`config.mk`:
```
export PLATFORM = sky130hd
export DESIGN_NAME = stable_priority_job_queue
export DESIGN_NICKNAME = d
export VERILOG_FILES = /design/src/hw/rtl/spjq_pkg.sv /design/src/hw/rtl/stable_priority_job_queue.sv /design/src/hw/rtl/spjq_ram.sv
export SDC_FILE = /design/constraint.sdc
export NUM_CORES = 1
export LEC_CHECK = 0
export CAP_MARGIN = 30
export CORE_ASPECT_RATIO = 0.5
export CORE_MARGIN = 4
export CORE_UTILIZATION = 57
export DETAILED_ROUTE_END_ITERATION = 10
export DONT_BUFFER_PORTS = 1
export GPL_TIMING_DRIVEN = 0
export PLACE_DENSITY_LB_ADDON = 0.12
export SLEW_MARGIN = 15
export SYNTH_ARGS = -nofsm -noshare
export SYNTH_HDL_FRONTEND = slang
export SYNTH_HIERARCHICAL = 1
export SYNTH_SLANG_ARGS = --single-unit
```
`constraint.sdc`:
```
create_clock -name clk -period 4.3 [get_ports clk]
set_input_delay 0.215 -clock clk [delete_from_list [all_inputs] [get_ports clk]]
set_output_delay 0.215 -clock clk [all_outputs]
set_load 0.1 [all_outputs]
```
`src/hw/rtl/spjq_pkg.sv`:
```
// ============================================================================
// spjq_pkg
// Shared types, field widths and defaults for the stable priority job queue.
// ============================================================================
package spjq_pkg;

    // Payload field widths (fixed by the stream format)
    localparam int KIND_W   = 1;
    localparam int JOB_ID_W = 16;
    localparam int LEVEL_W  = 2;
    localparam int STATUS_W = 2;
    localparam int OCC_W    = 6;

    // Packed stream widths
    localparam int S_TDATA_W = 24;   // job_id, level, zero pad
    localparam int M_TDATA_W = 24;   // out_job_id, out_level, occupancy

    // Parameter defaults
    localparam int DEF_LEVELS      = 3;
    localparam int DEF_LEVEL_DEPTH = 16;
    localparam int DEF_ID_WIDTH    = 16;

    // Request kind
    typedef enum logic [KIND_W-1:0] {
        KIND_ENQ = 1'b0,
        KIND_DEQ = 1'b1
    } kind_t;

    // Result status
    typedef enum logic [STATUS_W-1:0] {
        ST_ENQ   = 2'd0,
        ST_DEQ   = 2'd1,
        ST_EMPTY = 2'd2,
        ST_FULL  = 2'd3
    } status_t;

endpackage

```
`src/hw/rtl/stable_priority_job_queue.sv`:
```
// ============================================================================
// stable_priority_job_queue
// Priority queue of jobs, FIFO order within each level, one ring per level.
// ============================================================================
//  channel | dir | handshake             | payload
//  s_      | in  | s_tvalid / s_tready   | tuser: kind; tdata: job_id, level
//  m_      | out | m_tvalid / m_tready   | tuser: status;
//          |     |                       | tdata: out_job_id, out_level, occupancy
//
//  One beat in, one beat out; a new request can be taken every cycle unless a result is stalled.
//  The result is registered: pointers and counts update as the request is taken,
//  and the single-port job store returns dequeued data into the result stage.
//  rst_n clears pointers, counts, the total and the result valid flag, not the
//  result payload; the job store is not cleared, since only written slots are read.
//  While a result is stalled on m_tready, s_tready is low.
// ============================================================================
module stable_priority_job_queue #(
    parameter int LEVELS      = spjq_pkg::DEF_LEVELS,
    parameter int LEVEL_DEPTH = spjq_pkg::DEF_LEVEL_DEPTH,
    parameter int ID_WIDTH    = spjq_pkg::DEF_ID_WIDTH
) (
    input  logic                           clk,
    input  logic                           rst_n,
    input  logic                           s_tvalid,
    output logic                           s_tready,
    input  logic [spjq_pkg::S_TDATA_W-1:0] s_tdata,   // [15:0] job_id, [17:16] level
    input  logic [spjq_pkg::KIND_W-1:0]    s_tuser,   // [0] kind
    output logic                           m_tvalid,
    input  logic                           m_tready,
    output logic [spjq_pkg::M_TDATA_W-1:0] m_tdata,   // [15:0] out_job_id,
                                                      // [17:16] out_level,
                                                      // [23:18] occupancy
    output logic [spjq_pkg::STATUS_W-1:0]  m_tuser    // [1:0] status
);

    import spjq_pkg::*;

    localparam int PTR_W  = $clog2(LEVEL_DEPTH);
    localparam int CNT_W  = $clog2(LEVEL_DEPTH + 1);
    localparam int SLOTS  = LEVELS * LEVEL_DEPTH;
    localparam int ADDR_W = $clog2(SLOTS);
    localparam int TOT_W  = $clog2(SLOTS + 1);
    localparam int LSEL_W = $clog2(LEVELS);

    // State
    logic [PTR_W-1:0]    head_reg  [LEVELS];
    logic [PTR_W-1:0]    head_next [LEVELS];
    logic [PTR_W-1:0]    tail_reg  [LEVELS];
    logic [PTR_W-1:0]    tail_next [LEVELS];
    logic [CNT_W-1:0]    count_reg [LEVELS];
    logic [CNT_W-1:0]    count_next[LEVELS];
    logic [TOT_W-1:0]    total_reg;
    logic [TOT_W-1:0]    total_next;

    // Result stage
    logic                out_valid_reg;
    logic                out_valid_next;
    status_t             status_reg;
    status_t             status_next;
    logic [LEVEL_W-1:0]  lvl_reg;
    logic [LEVEL_W-1:0]  lvl_next;
    logic [OCC_W-1:0]    occ_reg;
    logic [OCC_W-1:0]    occ_next;

    // Request decode
    kind_t               in_kind;
    logic [JOB_ID_W-1:0] in_job;
    logic [LEVEL_W-1:0]  in_level;
    logic [31:0]         in_job_ext;
    logic                accept;
    logic [LEVELS-1:0]   lvl_hit;
    logic                in_range;
    logic [CNT_W-1:0]    enq_cnt;
    logic [PTR_W-1:0]    enq_tail;
    logic                enq_ok;
    logic [LEVELS-1:0]   deq_sel;
    logic [LSEL_W-1:0]   deq_idx;
    logic [PTR_W-1:0]    deq_head;
    logic                deq_found;
    logic                deq_ok;
    logic [LSEL_W-1:0]   op_idx;
    logic [PTR_W-1:0]    op_ptr;

    // Job store port
    logic                ram_en;
    logic                ram_we;
    logic [ADDR_W-1:0]   ram_addr;
    logic [ID_WIDTH-1:0] ram_rdata;
    logic [JOB_ID_W-1:0] out_job;

    assign in_kind    = kind_t'(s_tuser[0]);
    assign in_job     = s_tdata[JOB_ID_W-1:0];
    assign in_level   = s_tdata[JOB_ID_W +: LEVEL_W];
    assign in_job_ext = 32'(in_job);

    assign s_tready = !out_valid_reg || m_tready;
    assign accept   = s_tvalid && s_tready;

    // Enqueue side: selected level, its fill and tail
    always_comb
    begin
        enq_cnt  = '0;
        enq_tail = '0;
        for (int i = 0; i < LEVELS; i++)
        begin
            lvl_hit[i] = (32'(in_level) == i);
            if (lvl_hit[i])
            begin
                enq_cnt  = count_reg[i];
                enq_tail = tail_reg[i];
            end
        end
        in_range = |lvl_hit;
        enq_ok   = (in_kind == KIND_ENQ) && in_range && (enq_cnt < CNT_W'(LEVEL_DEPTH));
    end

    // Dequeue side: most urgent non-empty level
    always_comb
    begin
        deq_sel   = '0;
        deq_idx   = '0;
        deq_head  = '0;
        deq_found = 1'b0;
        for (int i = 0; i < LEVELS; i++)
        begin
            if (!deq_found && (count_reg[i] != '0))
            begin
                deq_sel[i] = 1'b1;
                deq_idx    = LSEL_W'(i);
                deq_head   = head_reg[i];
                deq_found  = 1'b1;
            end
        end
        deq_ok = (in_kind == KIND_DEQ) && deq_found;
    end

    // Store address: level base plus ring pointer
    assign op_idx   = (in_kind == KIND_DEQ) ? deq_idx : LSEL_W'(in_level);
    assign op_ptr   = (in_kind == KIND_DEQ) ? deq_head : enq_tail;
    assign ram_addr = ADDR_W'(ADDR_W'(op_idx) * ADDR_W'(LEVEL_DEPTH) + ADDR_W'(op_ptr));
    assign ram_en   = accept && (enq_ok || deq_ok);
    assign ram_we   = enq_ok;

    // Pointer, count and total update
    always_comb
    begin
        total_next = total_reg;
        for (int i = 0; i < LEVELS; i++)
        begin
            head_next[i]  = head_reg[i];
            tail_next[i]  = tail_reg[i];
            count_next[i] = count_reg[i];
            if (accept && enq_ok && lvl_hit[i])
            begin
                tail_next[i]  = (tail_reg[i] == PTR_W'(LEVEL_DEPTH - 1)) ? '0
                              : tail_reg[i] + 1'b1;
                count_next[i] = count_reg[i] + 1'b1;
            end
            if (accept && deq_ok && deq_sel[i])
            begin
                head_next[i]  = (head_reg[i] == PTR_W'(LEVEL_DEPTH - 1)) ? '0
                              : head_reg[i] + 1'b1;
                count_next[i] = count_reg[i] - 1'b1;
            end
        end
        if (accept && enq_ok)
        begin
            total_next = total_reg + 1'b1;
        end
        else if (accept && deq_ok)
        begin
            total_next = total_reg - 1'b1;
        end
    end

    // Result stage next values
    always_comb
    begin
        out_valid_next = out_valid_reg;
        status_next    = status_reg;
        lvl_next       = lvl_reg;
        occ_next       = occ_reg;
        if (accept)
        begin
            out_valid_next = 1'b1;
            occ_next       = OCC_W'(total_next);
            lvl_next       = '0;
            if (in_kind == KIND_DEQ)
            begin
                status_next = deq_ok ? ST_DEQ : ST_EMPTY;
                if (deq_ok)
                begin
                    lvl_next = LEVEL_W'(deq_idx);
                end
            end
            else
            begin
                status_next = enq_ok ? ST_ENQ : ST_FULL;
            end
        end
        else if (m_tready)
        begin
            out_valid_next = 1'b0;
        end
    end

    // Control registers
    always_ff @(posedge clk or negedge rst_n)
    begin
        if (!rst_n)
        begin
            for (int i = 0; i < LEVELS; i++)
            begin
                head_reg[i]  <= '0;
                tail_reg[i]  <= '0;
                count_reg[i] <= '0;
            end
            total_reg     <= '0;
            out_valid_reg <= 1'b0;
        end
        else
        begin
            head_reg      <= head_next;
            tail_reg      <= tail_next;
            count_reg     <= count_next;
            total_reg     <= total_next;
            out_valid_reg <= out_valid_next;
        end
    end

    // Result payload
    always_ff @(posedge clk)
    begin
        status_reg <= status_next;
        lvl_reg    <= lvl_next;
        occ_reg    <= occ_next;
    end

    // Job store
    spjq_ram #(
        .WIDTH (ID_WIDTH),
        .DEPTH (SLOTS)
    ) u_store (
        .clk   (clk),
        .en    (ram_en),
        .we    (ram_we),
        .addr  (ram_addr),
        .wdata (in_job_ext[ID_WIDTH-1:0]),
        .rdata (ram_rdata)
    );

    // Outputs
    assign out_job  = (status_reg == ST_DEQ) ? JOB_ID_W'(ram_rdata) : '0;
    assign m_tvalid = out_valid_reg;
    assign m_tuser  = status_reg;
    assign m_tdata  = {occ_reg, lvl_reg, out_job};

    // ------------------------------------------------------------------------
    // Checks
    // ------------------------------------------------------------------------
    logic [TOT_W-1:0] count_sum;

    always_comb
    begin
        count_sum = '0;
        for (int i = 0; i < LEVELS; i++)
        begin
            count_sum = count_sum + TOT_W'(count_reg[i]);
        end
    end

    // Running total tracks the per-level fills
    a_total_sum: assert property (@(posedge clk) disable iff (!rst_n)
        total_reg == count_sum)
        else $error("total does not match level counts");

    // An empty result only when nothing is held
    a_empty_zero: assert property (@(posedge clk) disable iff (!rst_n)
        (out_valid_reg && status_reg == ST_EMPTY) |-> (occ_reg == '0))
        else $error("empty reported with jobs held");

    // A taken enqueue grows the total by one
    a_enq_grow: assert property (@(posedge clk) disable iff (!rst_n)
        (accept && enq_ok) |=> (total_reg == $past(total_reg) + 1'b1))
        else $error("enqueue did not grow total");

    // A taken dequeue reports a job and shrinks the total by one
    a_deq_shrink: assert property (@(posedge clk) disable iff (!rst_n)
        (accept && deq_ok) |=> (status_reg == ST_DEQ
                                && total_reg == $past(total_reg) - 1'b1))
        else $error("dequeue did not shrink total");

    // Full drop leaves the target level full or the level out of range
    a_drop_full: assert property (@(posedge clk) disable iff (!rst_n)
        (accept && in_kind == KIND_ENQ && !enq_ok)
            |-> (!in_range || enq_cnt == CNT_W'(LEVEL_DEPTH)))
        else $error("enqueue dropped with room left");

endmodule

```
`src/hw/rtl/spjq_ram.sv`:
```
// ============================================================================
// spjq_ram
// Generic single-port RAM, one access per cycle, registered read data.
// ============================================================================
module spjq_ram #(
    parameter int WIDTH = 16,
    parameter int DEPTH = 48
) (
    input  logic                     clk,
    input  logic                     en,
    input  logic                     we,
    input  logic [$clog2(DEPTH)-1:0] addr,
    input  logic [WIDTH-1:0]         wdata,
    output logic [WIDTH-1:0]         rdata
);

    logic [WIDTH-1:0] mem_reg [DEPTH];
    logic [WIDTH-1:0] rdata_reg;

    // Write, or read into the output register; rdata holds otherwise
    always_ff @(posedge clk)
    begin
        if (en)
        begin
            if (we)
            begin
                mem_reg[addr] <= wdata;
            end
            else
            begin
                rdata_reg <= mem_reg[addr];
            end
        end
    end

    assign rdata = rdata_reg;

endmodule

```
Word-level counts from Yosys, hierarchy flattened
Memory sizes are Yosys's and may differ from the RTL's. A register that Yosys moved wholly into a read port is not among the register bits.
Cells that the tools add are included.

cells by class
  bitwise logic cells = 2
  magnitude comparators = 1
  add/subtract/negate cells = 15
  reductions and logical operators = 31
  muxes and demuxes = 41
  equal/unequal tests = 9

operator list
  cell                   count
  $mux W4                13
  $mux W5                9
  $add A4 B1 Y4 const B  6
  $eq A4 B4 Y1 const B   6
  $mux W16               1
  $add A5 B1 Y5 const B  3
  $logic_and A1 B1 Y1    15
  $reduce_bool A5 Y1     3
  $sub A5 B1 Y5 const B  3
  $mux W6                2
  $mux W1                11
  $mux W2                5
  $reduce_bool A2 Y1     4
  $add A6 B1 Y6 const B  1
  $add A6 B4 Y6          1
  $sub A6 B1 Y6 const B  1
  $lt A5 B5 Y1 const B   1
  $eq A2 B1 Y1 const B   2
  $reduce_and A2 Y1      2
  $logic_not A1 Y1       3
  $reduce_or A3 Y1       1
  $eq A2 B2 Y1 const B   1
  $logic_not A2 Y1       1
  $logic_or A1 B1 Y1     2
  $not A1 Y1             2

word-level totals
  output and inout bits = 28
  bits in writable memories = 768
  bits in registers = 56
  bits of input ports = 29
  memories = 1

memory list
  memory           depth  bits a word  rd ports  clocked after memory_dff  write ports  line            text
  u_store.mem_reg  48     16           1         1                         1            spjq_ram.sv:17  logic [WIDTH-1:0] mem_reg [DEPTH];

Longest topological paths before layout
Gate-level depths: netlist of the first run.

  word-level depth = 13
  mapped depth = 15

Hierarchy
Netlist of the first run, hierarchy kept.

by module, submodules not included
  module                     cells each  times used  area each (um2)
  spjq_ram                   1621        1           30262.8
  stable_priority_job_queue  306         1           3266.9

Least setup slack after synthesis of the first run
Ideal clock, no wire load.

  path type = register to register
  from = reg out_valid_reg (netlist: m_tvalid)
  to = mem u_store.mem_reg[35][0] (enable)
  data required time = 3891 ps
  library setup time = 409 ps
  stages on the path, launching flop included = 9
  data arrival time = 4628 ps
  setup slack = -738 ps
  path through = dfrtp_1 nand2b_1 clkbuf_1 nand2_1 a311oi_1 and2_1 clkbuf_1 nand2_1 nor3_1

between the ends
  word-level cells in the longest chain between the ends = 6

RTL lines
  element                        line                              text
  start: declaration             stable_priority_job_queue.sv:56   logic out_valid_reg;
  start signal: assignment       stable_priority_job_queue.sv:227  out_valid_reg <= out_valid_next;
  $logic_not A1 Y1               stable_priority_job_queue.sv:96   assign s_tready = !out_valid_reg || m_tready;
  $logic_or A1 B1 Y1             stable_priority_job_queue.sv:96
  net s_tready                   stable_priority_job_queue.sv:25   output logic s_tready,
  $logic_and A1 B1 Y1            stable_priority_job_queue.sv:97   assign accept = s_tvalid && s_tready;
  $logic_and A1 B1 Y1            stable_priority_job_queue.sv:141  assign ram_en = accept && (enq_ok || deq_ok);
  net ram_en                     stable_priority_job_queue.sv:85   logic ram_en;
  $mux W1                        spjq_ram.sv:23                    if (en)
  $mux W1 (not written as such)  spjq_ram.sv:27                    mem_reg[addr] <= wdata;
  end: declaration               spjq_ram.sv:17

The timed path passes the listed nets, and every way through them passes these cells.

Worst setup path after layout of the first run
  from = reg count_reg[6] in the netlist's numbering
  to = reg u_store.rdata_reg[14] (netlist: u_store/rdata[14]), read port of u_store.mem_reg (data pin)

between the ends
  elaborated cells on any way between the ends = 22
  those cells by class = 1 x add/sub; 1 x order compare; 10 x mux; 1 x bitwise; 9 x reduce/logical

RTL lines
  element                   line                              text
  start: declaration        stable_priority_job_queue.sv:50   logic [CNT_W-1:0] count_reg [LEVELS];
  start signal: assignment  stable_priority_job_queue.sv:225  count_reg <= count_next;
  $reduce_bool A5 Y1 (*)    stable_priority_job_queue.sv:126  if (!deq_found && (count_reg[i] != '0))
  $logic_and A1 B1 Y1 (*)   stable_priority_job_queue.sv:126
  $mux W1                   stable_priority_job_queue.sv:126
  $logic_not A1 Y1          stable_priority_job_queue.sv:126
  $logic_and A1 B1 Y1       stable_priority_job_queue.sv:126
  $mux W4 (*)               stable_priority_job_queue.sv:126
  $mux W4 (*)               stable_priority_job_queue.sv:139  assign op_ptr = (in_kind == KIND_DEQ) ? deq_head : enq_tail;
  net op_ptr[0]             stable_priority_job_queue.sv:82   logic [PTR_W-1:0] op_ptr;
  $add A6 B4 Y6 (*)         stable_priority_job_queue.sv:140  assign ram_addr = ADDR_W'(ADDR_W'(op_idx) * ADDR_W'(LEVEL_DEPTH) + ADDR_W'(op_ptr));
  end: declaration          spjq_ram.sv:18                    logic [WIDTH-1:0] rdata_reg;

The timed path passes the listed nets; every way through them passes the cells marked *.
A chain may end at the register's enable or synchronous reset.

==> results of run 1 <==
[critical path, stage by stage, from the launching register on]
cell and delay [ns]:
dfrtp_1 0.40, or4_4 0.58, or2_4 0.30, nor2_2 0.14, buf_4 0.13, a221o_1 0.19, o2bb2ai_4 0.27, buf_8 0.25
buf_6 0.20, buf_6 0.24, mux2i_1 0.31, o21ai_0 0.16, o211ai_1 0.57, o211ai_1 0.31
[repair_timing]
action	in CTS	in global routing
hold buffers	35	0
endpoints found under the setup margin	784	587
endpoints found under the hold margin	816	0
pin swaps	34	8
resized for setup	177	18
buffers inserted	44	4
[layer usage]
layer  track usage [%]  up-vias  wire [um]
li1                  -     8291          -
met1              45.3    10500      37900
met2              47.4     1752      44200
met3              13.2      371      16700
met4              14.2        8       5870
met5              1.66        -        289
[cell usage in the layout (no fill, tap or decap), types with 18 or more instances in the layout]
cell	Yosys	final
a21oi_1	36	33
a221oi_1	142	139
a22oi_1	33	29
and2_1	20	20
buf_12	0	33
buf_2	49	24
buf_4	13	48
buf_6	16	40
buf_8	1	38
clkbuf_1	45	35
clkbuf_16	0	73
clkinv_1	0	18
dfrtp_1	46	45
dlygate4sd3_1	0	18
edfxtp_1	794	794
mux2_2	50	50
mux2i_1	78	72
mux4_2	56	56
nand2_1	71	65
nand3_1	30	24
nor2_1	107	64
nor2_4	1	38
o21ai_0	29	20
o22ai_1	26	23
xnor2_1	20	20
[layout make-up]
cell class / count / share of cell area [%]
diodes: 2 / 0.0127
plain buffers: 125 / 2.40
clock buffers: 89 / 4.79
clock inverters: 36 / 0.574
inverters: 15 / 0.149
multi-input cells: 943 / 21.5
flip-flops and latches: 840 / 63.4
well taps: 768 / 2.44
repair buffers: 130 / 4.73
[path summary, 6_finish.rpt]
| check | depth (start not counted) | startpoint | to | slack [ns] |
|---|---|---|---|---|
| setup / recovery | 13 | count_reg[6]$_DFFE_PN0P_ | u_store/rdata[14]$_DFFE_PP_ | -0.09 |
| hold / removal | 2 | rst_n | tail_reg[5]$_DFFE_PN0P_ | 0.13 |
| setup reg to reg | 13 | count_reg[6]$_DFFE_PN0P_ | u_store/rdata[14]$_DFFE_PP_ | -0.09 |
| hold reg to reg | 1 | total_reg[5]$_DFF_PN0_ | total_reg[5]$_DFF_PN0_ | 0.47 |
| max in group asynchronous | 2 | rst_n | head_reg[10]$_DFFE_PN0P_ | 3.95 |
| min in group clk | 3 | m_tready | m_tvalid$_DFFE_PN0P_ | 0.20 |
[cell families after synthesis]
group / synth area share [%]
adders and majority gates: 0.813
DFF: 74.5
and+or+nand+nor: 4.53
buffers and inverters: 2.34
AOI/OAI and AO/OA: 8.93
xor gates and xnor gates: 0.601
muxes: 8.24
[through the flow]
step                      setup WS, ns  total power, W
after global routing           -0.0478          0.0245
after detailed placement         -1.30          0.0168
after floorplan                  0.265          0.0139
after CTS                      -0.0408          0.0236
after global placement           -1.97          0.0167
final                          -0.0941          0.0240
[power by group through the flow]
stage,Clock (W),Combinational (W),Sequential (W)
after CTS,0.00619,0.00780,0.00959
final,0.00615,0.00824,0.00959
after global routing,0.00653,0.00836,0.00963
after detailed placement,0,0.00706,0.00976
after floorplan,0,0.00425,0.00970
after global placement,0,0.00692,0.00976
==> results.tsv, run 1 <==
metric	value	unit
avgSynthCellArea	17.4	um2
vias_per_cell	7.10	
largest_reg_flops	768	
violations	setup timing	
cp.required	4.59	ns
end_kind	register	
nets	2176	
slew_headroom	35.1	%
worst_slack	-0.0941	ns
finalSetupTns	-0.0941	ns
worst_setup_path_start_kind	register	
clockPowerShare	25.7	%
dpl_cell_area	35400	um2
path_max_fanout	10	
synth_most_common_cell	edfxtp_1	
critical_path_class	register to register	
h-tree-depth	3	
outcome	finished with violations	
io_buffers	0	
core	57800	um2
fin_crit_sh	102	%
cts-root-buf	clkbuf_16	
p_sw	0.00876	W
finalCoreUtilization	68.2	%
die_w	351	um
yosysTopAreaCell	edfxtp_1	
dp.cells	2741	
whs	0.128	ns
start_util	58.0	%
synth_cell_types	75	
drt_iter0_markers	3467	
synth_common_cells	edfxtp_1 (794), a221oi_1 (142), nor2_1 (107), mux2i_1 (78), nand2_1 (71)	
synth_top_area_share	71.1	%
fin_skew	0.0314	ns
wire_per_inst	35.6	um
yosysSeqAreaShare	74.5	%
max_freq	0.228	GHz
vias	20900	
drv_slew	0	
die_height	180	um
finalWirelength	105000	um
clk_pin_slew_worst_paths	0.07	ns
cts_tree	done	
overflow	0	
ys_seq_elements	840	
ios	57	
grt_pass1_vias	19900	
combPwrFrac	34.3	%
drive_gt1_share	24.7	%
dieArea	63000	um2
grt_max_degree	49	
timing.final.crit_period	4.39	ns
rows	62	
stdcell_count	2948	
ys_warn_count	6	
clock_latency	0.63	ns
cap_violations	0	
pwr-share-seq	40.0	%
tightest_slew	0.969	ns
detail-route-antenna-nets	0	
multiInputGateArea	8480	um2
synth-main-ff-cell	edfxtp_1	
hpwl	66200	um
syn_to_final_growth	17.6	%
rsz0062_at_grt	yes	
firstDrtPassIters	8	
synthesis.instances	1927	
syn-cell-area	33500	um2
drc	0	
p_int	0.0152	W
vdd_drop_max	0.378	mV
antenna_found_initial	5	
grt.total_usage	33.1	%
cts.sinks	840	
setup_viol	1	
synth_enable_flop_cells	794	
fillers	3712	
critical_path_arrival	4.69	ns
fin_area	39400	um2
grt_pass1_wl	147000	um
hold_viol	0	
place.gp.congestion	1.02	
p_leak	12.9	nW
async_flop_share	5.48	%
power_density	608	nW/um2
synth_fp_nets	1976	
hold_path_class	input port to async pin	
cts.path.max_buffers	3	
swShare	36.5	%
synth.area.top_cells	edfxtp_1 (71%), mux4_2 (3.8%), a221oi_1 (3.7%)	
seqCellArea	25000	um2
cts_buffers	72	
Power figures use the tool's default switching activity.
==> run 2: changes to the inputs <==
ABC_AREA = 1   (was not set)
BUFFER_PORTS_ARGS = -buffer_cell sky130_fd_sc_hd__buf_2   (was not set)
CORE_UTILIZATION = 60   (was 57)
DONT_BUFFER_PORTS = not set   (was 1)
clock period = 4.9 ns   (was 4.3 ns; I/O delays follow)
==> run 2 against run 1 <==
Against the previous run:
- the run now ends clean
- utilization up 0.58 points
- first-iteration DRC count down 6.5%
- sequential share of layout area down 2.4 points
- clock skew down 0.0066 ns
- routed wire length down 6.5%
==> results.tsv, run 2 <==
metric	value	unit	change
async_flop_share	5.48	%	unchanged
synth_enable_flop_cells	794		unchanged
grt-busiest-layer	met1		was met2
power_density	508	nW/um2	was 608 nW/um2
fin_crit_sh	91.4	%	was 102%
critical_path_arrival	4.79	ns	was 4.69 ns
fin_skew	0.0248	ns	was 0.0314 ns
synth_top_area_share	65.7	%	was 71.1%
grt_max_degree	49		unchanged
p_sw	0.00779	W	was 0.00876 W
yosysTopAreaCell	edfxtp_1		unchanged
grt_pass1_wl	145000	um	was 147000 um
avgSynthCellArea	10.6	um2	was 17.4 um2
synthesis.instances	3412		was 1927
vdd_drop_max	0.341	mV	was 0.378 mV
final_common_cell	nand2_1		was edfxtp_1
setup_viol	0		was 1
dp.cells	4335		was 2741
worst_setup_path_start_kind	register		unchanged
worst_slack	0.423	ns	was -0.0941 ns
nets	3650		was 2176
detail-route-antenna-nets	0		unchanged
pre_cts_ws	0.588	ns	was -1.30 ns
dpl_cell_area	38600	um2	was 35400 um2
grt.total_usage	30.3	%	was 33.1%
yosysSeqAreaShare	68.9	%	was 74.5%
syn-cell-area	36300	um2	was 33500 um2
hpwl	69400	um	was 66200 um
synth.area.top_cells	edfxtp_1 (66%), nand2_1 (13%), inv_1 (3.2%)		was edfxtp_1 (71%), mux4_2 (3.8%), a221oi_1 (3.7%)
synth_most_common_cell	nand2_1		was edfxtp_1
finalWirelength	98000	um	was 105000 um
synth_fp_nets	3461		was 1976
most-common-layout-cells	nand2_1 (1288), edfxtp_1 (794), inv_1 (312), nor2_1 (199), nand3_1 (175)		was edfxtp_1 (794), a221oi_1 (139), clkbuf_16 (73), mux2i_1 (72), nand2_1 (65)
rsz0062_at_grt	no		was yes
clockPowerShare	27.2	%	was 25.7%
p_int	0.0130	W	was 0.0152 W
vias	25500		was 20900
clock_latency	0.62	ns	was 0.63 ns
antennaDiodeCount	0		was 2
io_buffers	50		was 0
cap_violations	0		unchanged
start_util	61.0	%	was 58.0%
cts.path.max_buffers	3		unchanged
ys_seq_elements	840		unchanged
max_freq	0.223	GHz	was 0.228 GHz
stdcell_count	4469		was 2948
hold_viol	0		unchanged
antenna_found_initial	2		was 5
outcome	complete, no violations		was finished with violations
syn_to_final_growth	12.8	%	was 17.6%
pwr-share-seq	40.0	%	about the same
cp.required	5.21	ns	was 4.59 ns
cts_tree	done		unchanged
critical_path_class	register to register		unchanged
timing.final.crit_period	4.48	ns	was 4.39 ns
p_leak	17.0	nW	was 12.9 nW
rows	63		was 62
grt_use_met2	45.0	%	was 47.4%
finalCoreUtilization	68.8	%	was 68.2%
hold_path_class	input port to register		was input port to async pin
grtUsageMet3	7.59	%	was 13.2%
largest_reg_flops	768		unchanged
drv_slew	0		unchanged
fin_area	40900	um2	was 39400 um2
use_met1	45.5	%	was 45.3%
combPwrFrac	32.8	%	was 34.3%
synth_cell_types	44		was 75
wire_per_inst	21.9	um	was 35.6 um
die_w	356	um	was 351 um
h-tree-depth	3		unchanged
clk_pin_slew_worst_paths	0.07	ns	about the same
swShare	37.5	%	was 36.5%
ios	57		unchanged
firstDrtPassIters	5		was 8
drt_iter0_markers	3240		was 3467
end_kind	register		unchanged
grt_pass1_vias	23500		was 19900
tightest_slew	0.988	ns	was 0.969 ns
path_max_fanout	13		was 10
overflow	0		unchanged
die_height	182	um	was 180 um
drc	0		unchanged
place.gp.congestion	0.940		was 1.02
synth-main-ff-cell	edfxtp_1		unchanged
finalSetupTns	0	ns	was -0.0941 ns
vias_per_cell	5.70		was 7.10
synth_common_cells	nand2_1 (1288), edfxtp_1 (794), inv_1 (312), nor2_1 (240), nand3_1 (175)		was edfxtp_1 (794), a221oi_1 (142), nor2_1 (107), mux2i_1 (78), nand2_1 (71)
dieArea	64700	um2	was 63000 um2
ys_warn_count	6		unchanged
slew_headroom	34.1	%	was 35.1%
cts.sinks	840		unchanged
core	59500	um2	was 57800 um2
drive_gt1_share	13.3	%	was 24.7%
cts_buffers	72		unchanged
cts-root-buf	clkbuf_16		unchanged
[run 2: cells by family (layout without fill, tap and decap cells)]
group / Yosys count / after routing / share of synthesized area, %
buf+inv: 482 / 727 / 5.52
mux: 1 / 1 / 0.0276
simple gates: 1828 / 1828 / 20.7
flops: 840 / 840 / 68.9
xor+xnor: 22 / 22 / 0.531
fa+ha+maj: 20 / 20 / 0.751
compound gates: 219 / 219 / 3.62
[run 2: power groups by stage]
stage | logic [W] | clock network (W) | registers (W)
after detailed placement | 0.00660 | 0 | 0.00846
after CTS | 0.00664 | 0.00572 | 0.00831
after global routing | 0.00737 | 0.00604 | 0.00834
final | 0.00683 | 0.00566 | 0.00831
after floorplan | 0.00406 | 0 | 0.00853
after global placement | 0.00641 | 0 | 0.00846
[run 2: cell type report]
type / count / area, um2
Clock buffer: 86 / 1860
Tap cell: 812 / 1020
Buffer: 148 / 748
Multi-Input combinational cell: 2090 / 9450
Inverter: 334 / 1250
Sequential cell: 840 / 25000
Timing Repair Buffer: 115 / 1220
Fill cell: 4288 / 18600
Clock inverter: 44 / 405
[run 2: per-layer routing]
metal / up-vias / share of wire (%) / wire length [um]
met5: - / 0.023 / 23
met4: 4 / 2.4 / 2390
met3: 175 / 13 / 13000
met2: 1452 / 43 / 42400
met1: 12300 / 41 / 40200
li1: 11600 / - / -
[run 2: worst max-delay path, stage by stage (launching register included)]
cell     delay [ns]
dfrtp_1        0.42
nor2_1         0.17
nand4_1        0.24
nor2_1         0.28
nand2_1        0.14
nor2_1         0.14
o21ai_1        0.07
nand2_1        0.09
buf_4          0.23
inv_2          0.13
nor2_2         0.36
buf_4          0.33
buf_2          0.27
nand3_1        0.46
nor2_2         0.55
buf_6          0.26
[run 2: final timing paths]
path	from	to	slack [ns]	cells after the start
setup / recovery	count_reg[14]$_DFFE_PN0P_	u_store/mem_reg[4][3]$_DFFE_PP_	0.42	15
hold / removal	s_tdata[1]	u_store/mem_reg[32][1]$_DFFE_PP_	0.04	1
setup reg to reg	count_reg[14]$_DFFE_PN0P_	u_store/mem_reg[4][3]$_DFFE_PP_	0.42	15
hold reg to reg	head_reg[6]$_DFFE_PN0P_	head_reg[6]$_DFFE_PN0P_	0.49	1
max in group asynchronous	rst_n	tail_reg[3]$_DFFE_PN0P_	4.26	3
min in group asynchronous	rst_n	count_reg[9]$_DFFE_PN0P_	0.13	2
[run 2: repair_timing]
action                                  CTS  global route
endpoints found under the hold margin    47             0
gates resized for setup                   0             0
endpoints found under the setup margin    0             0
buffers inserted                          0             0
hold buffers                              3             0
[run 2: through the flow]
| step | power, W | hold WS, ns |
|---|---|---|
| CTS | 0.0207 | 0.0629 |
| global placement | 0.0149 | 0.481 |
| finish | 0.0208 | 0.0351 |
| global route | 0.0217 | 0.0268 |
| detailed placement | 0.0151 | 0.221 |
| floorplan | 0.0126 | -0.0506 |
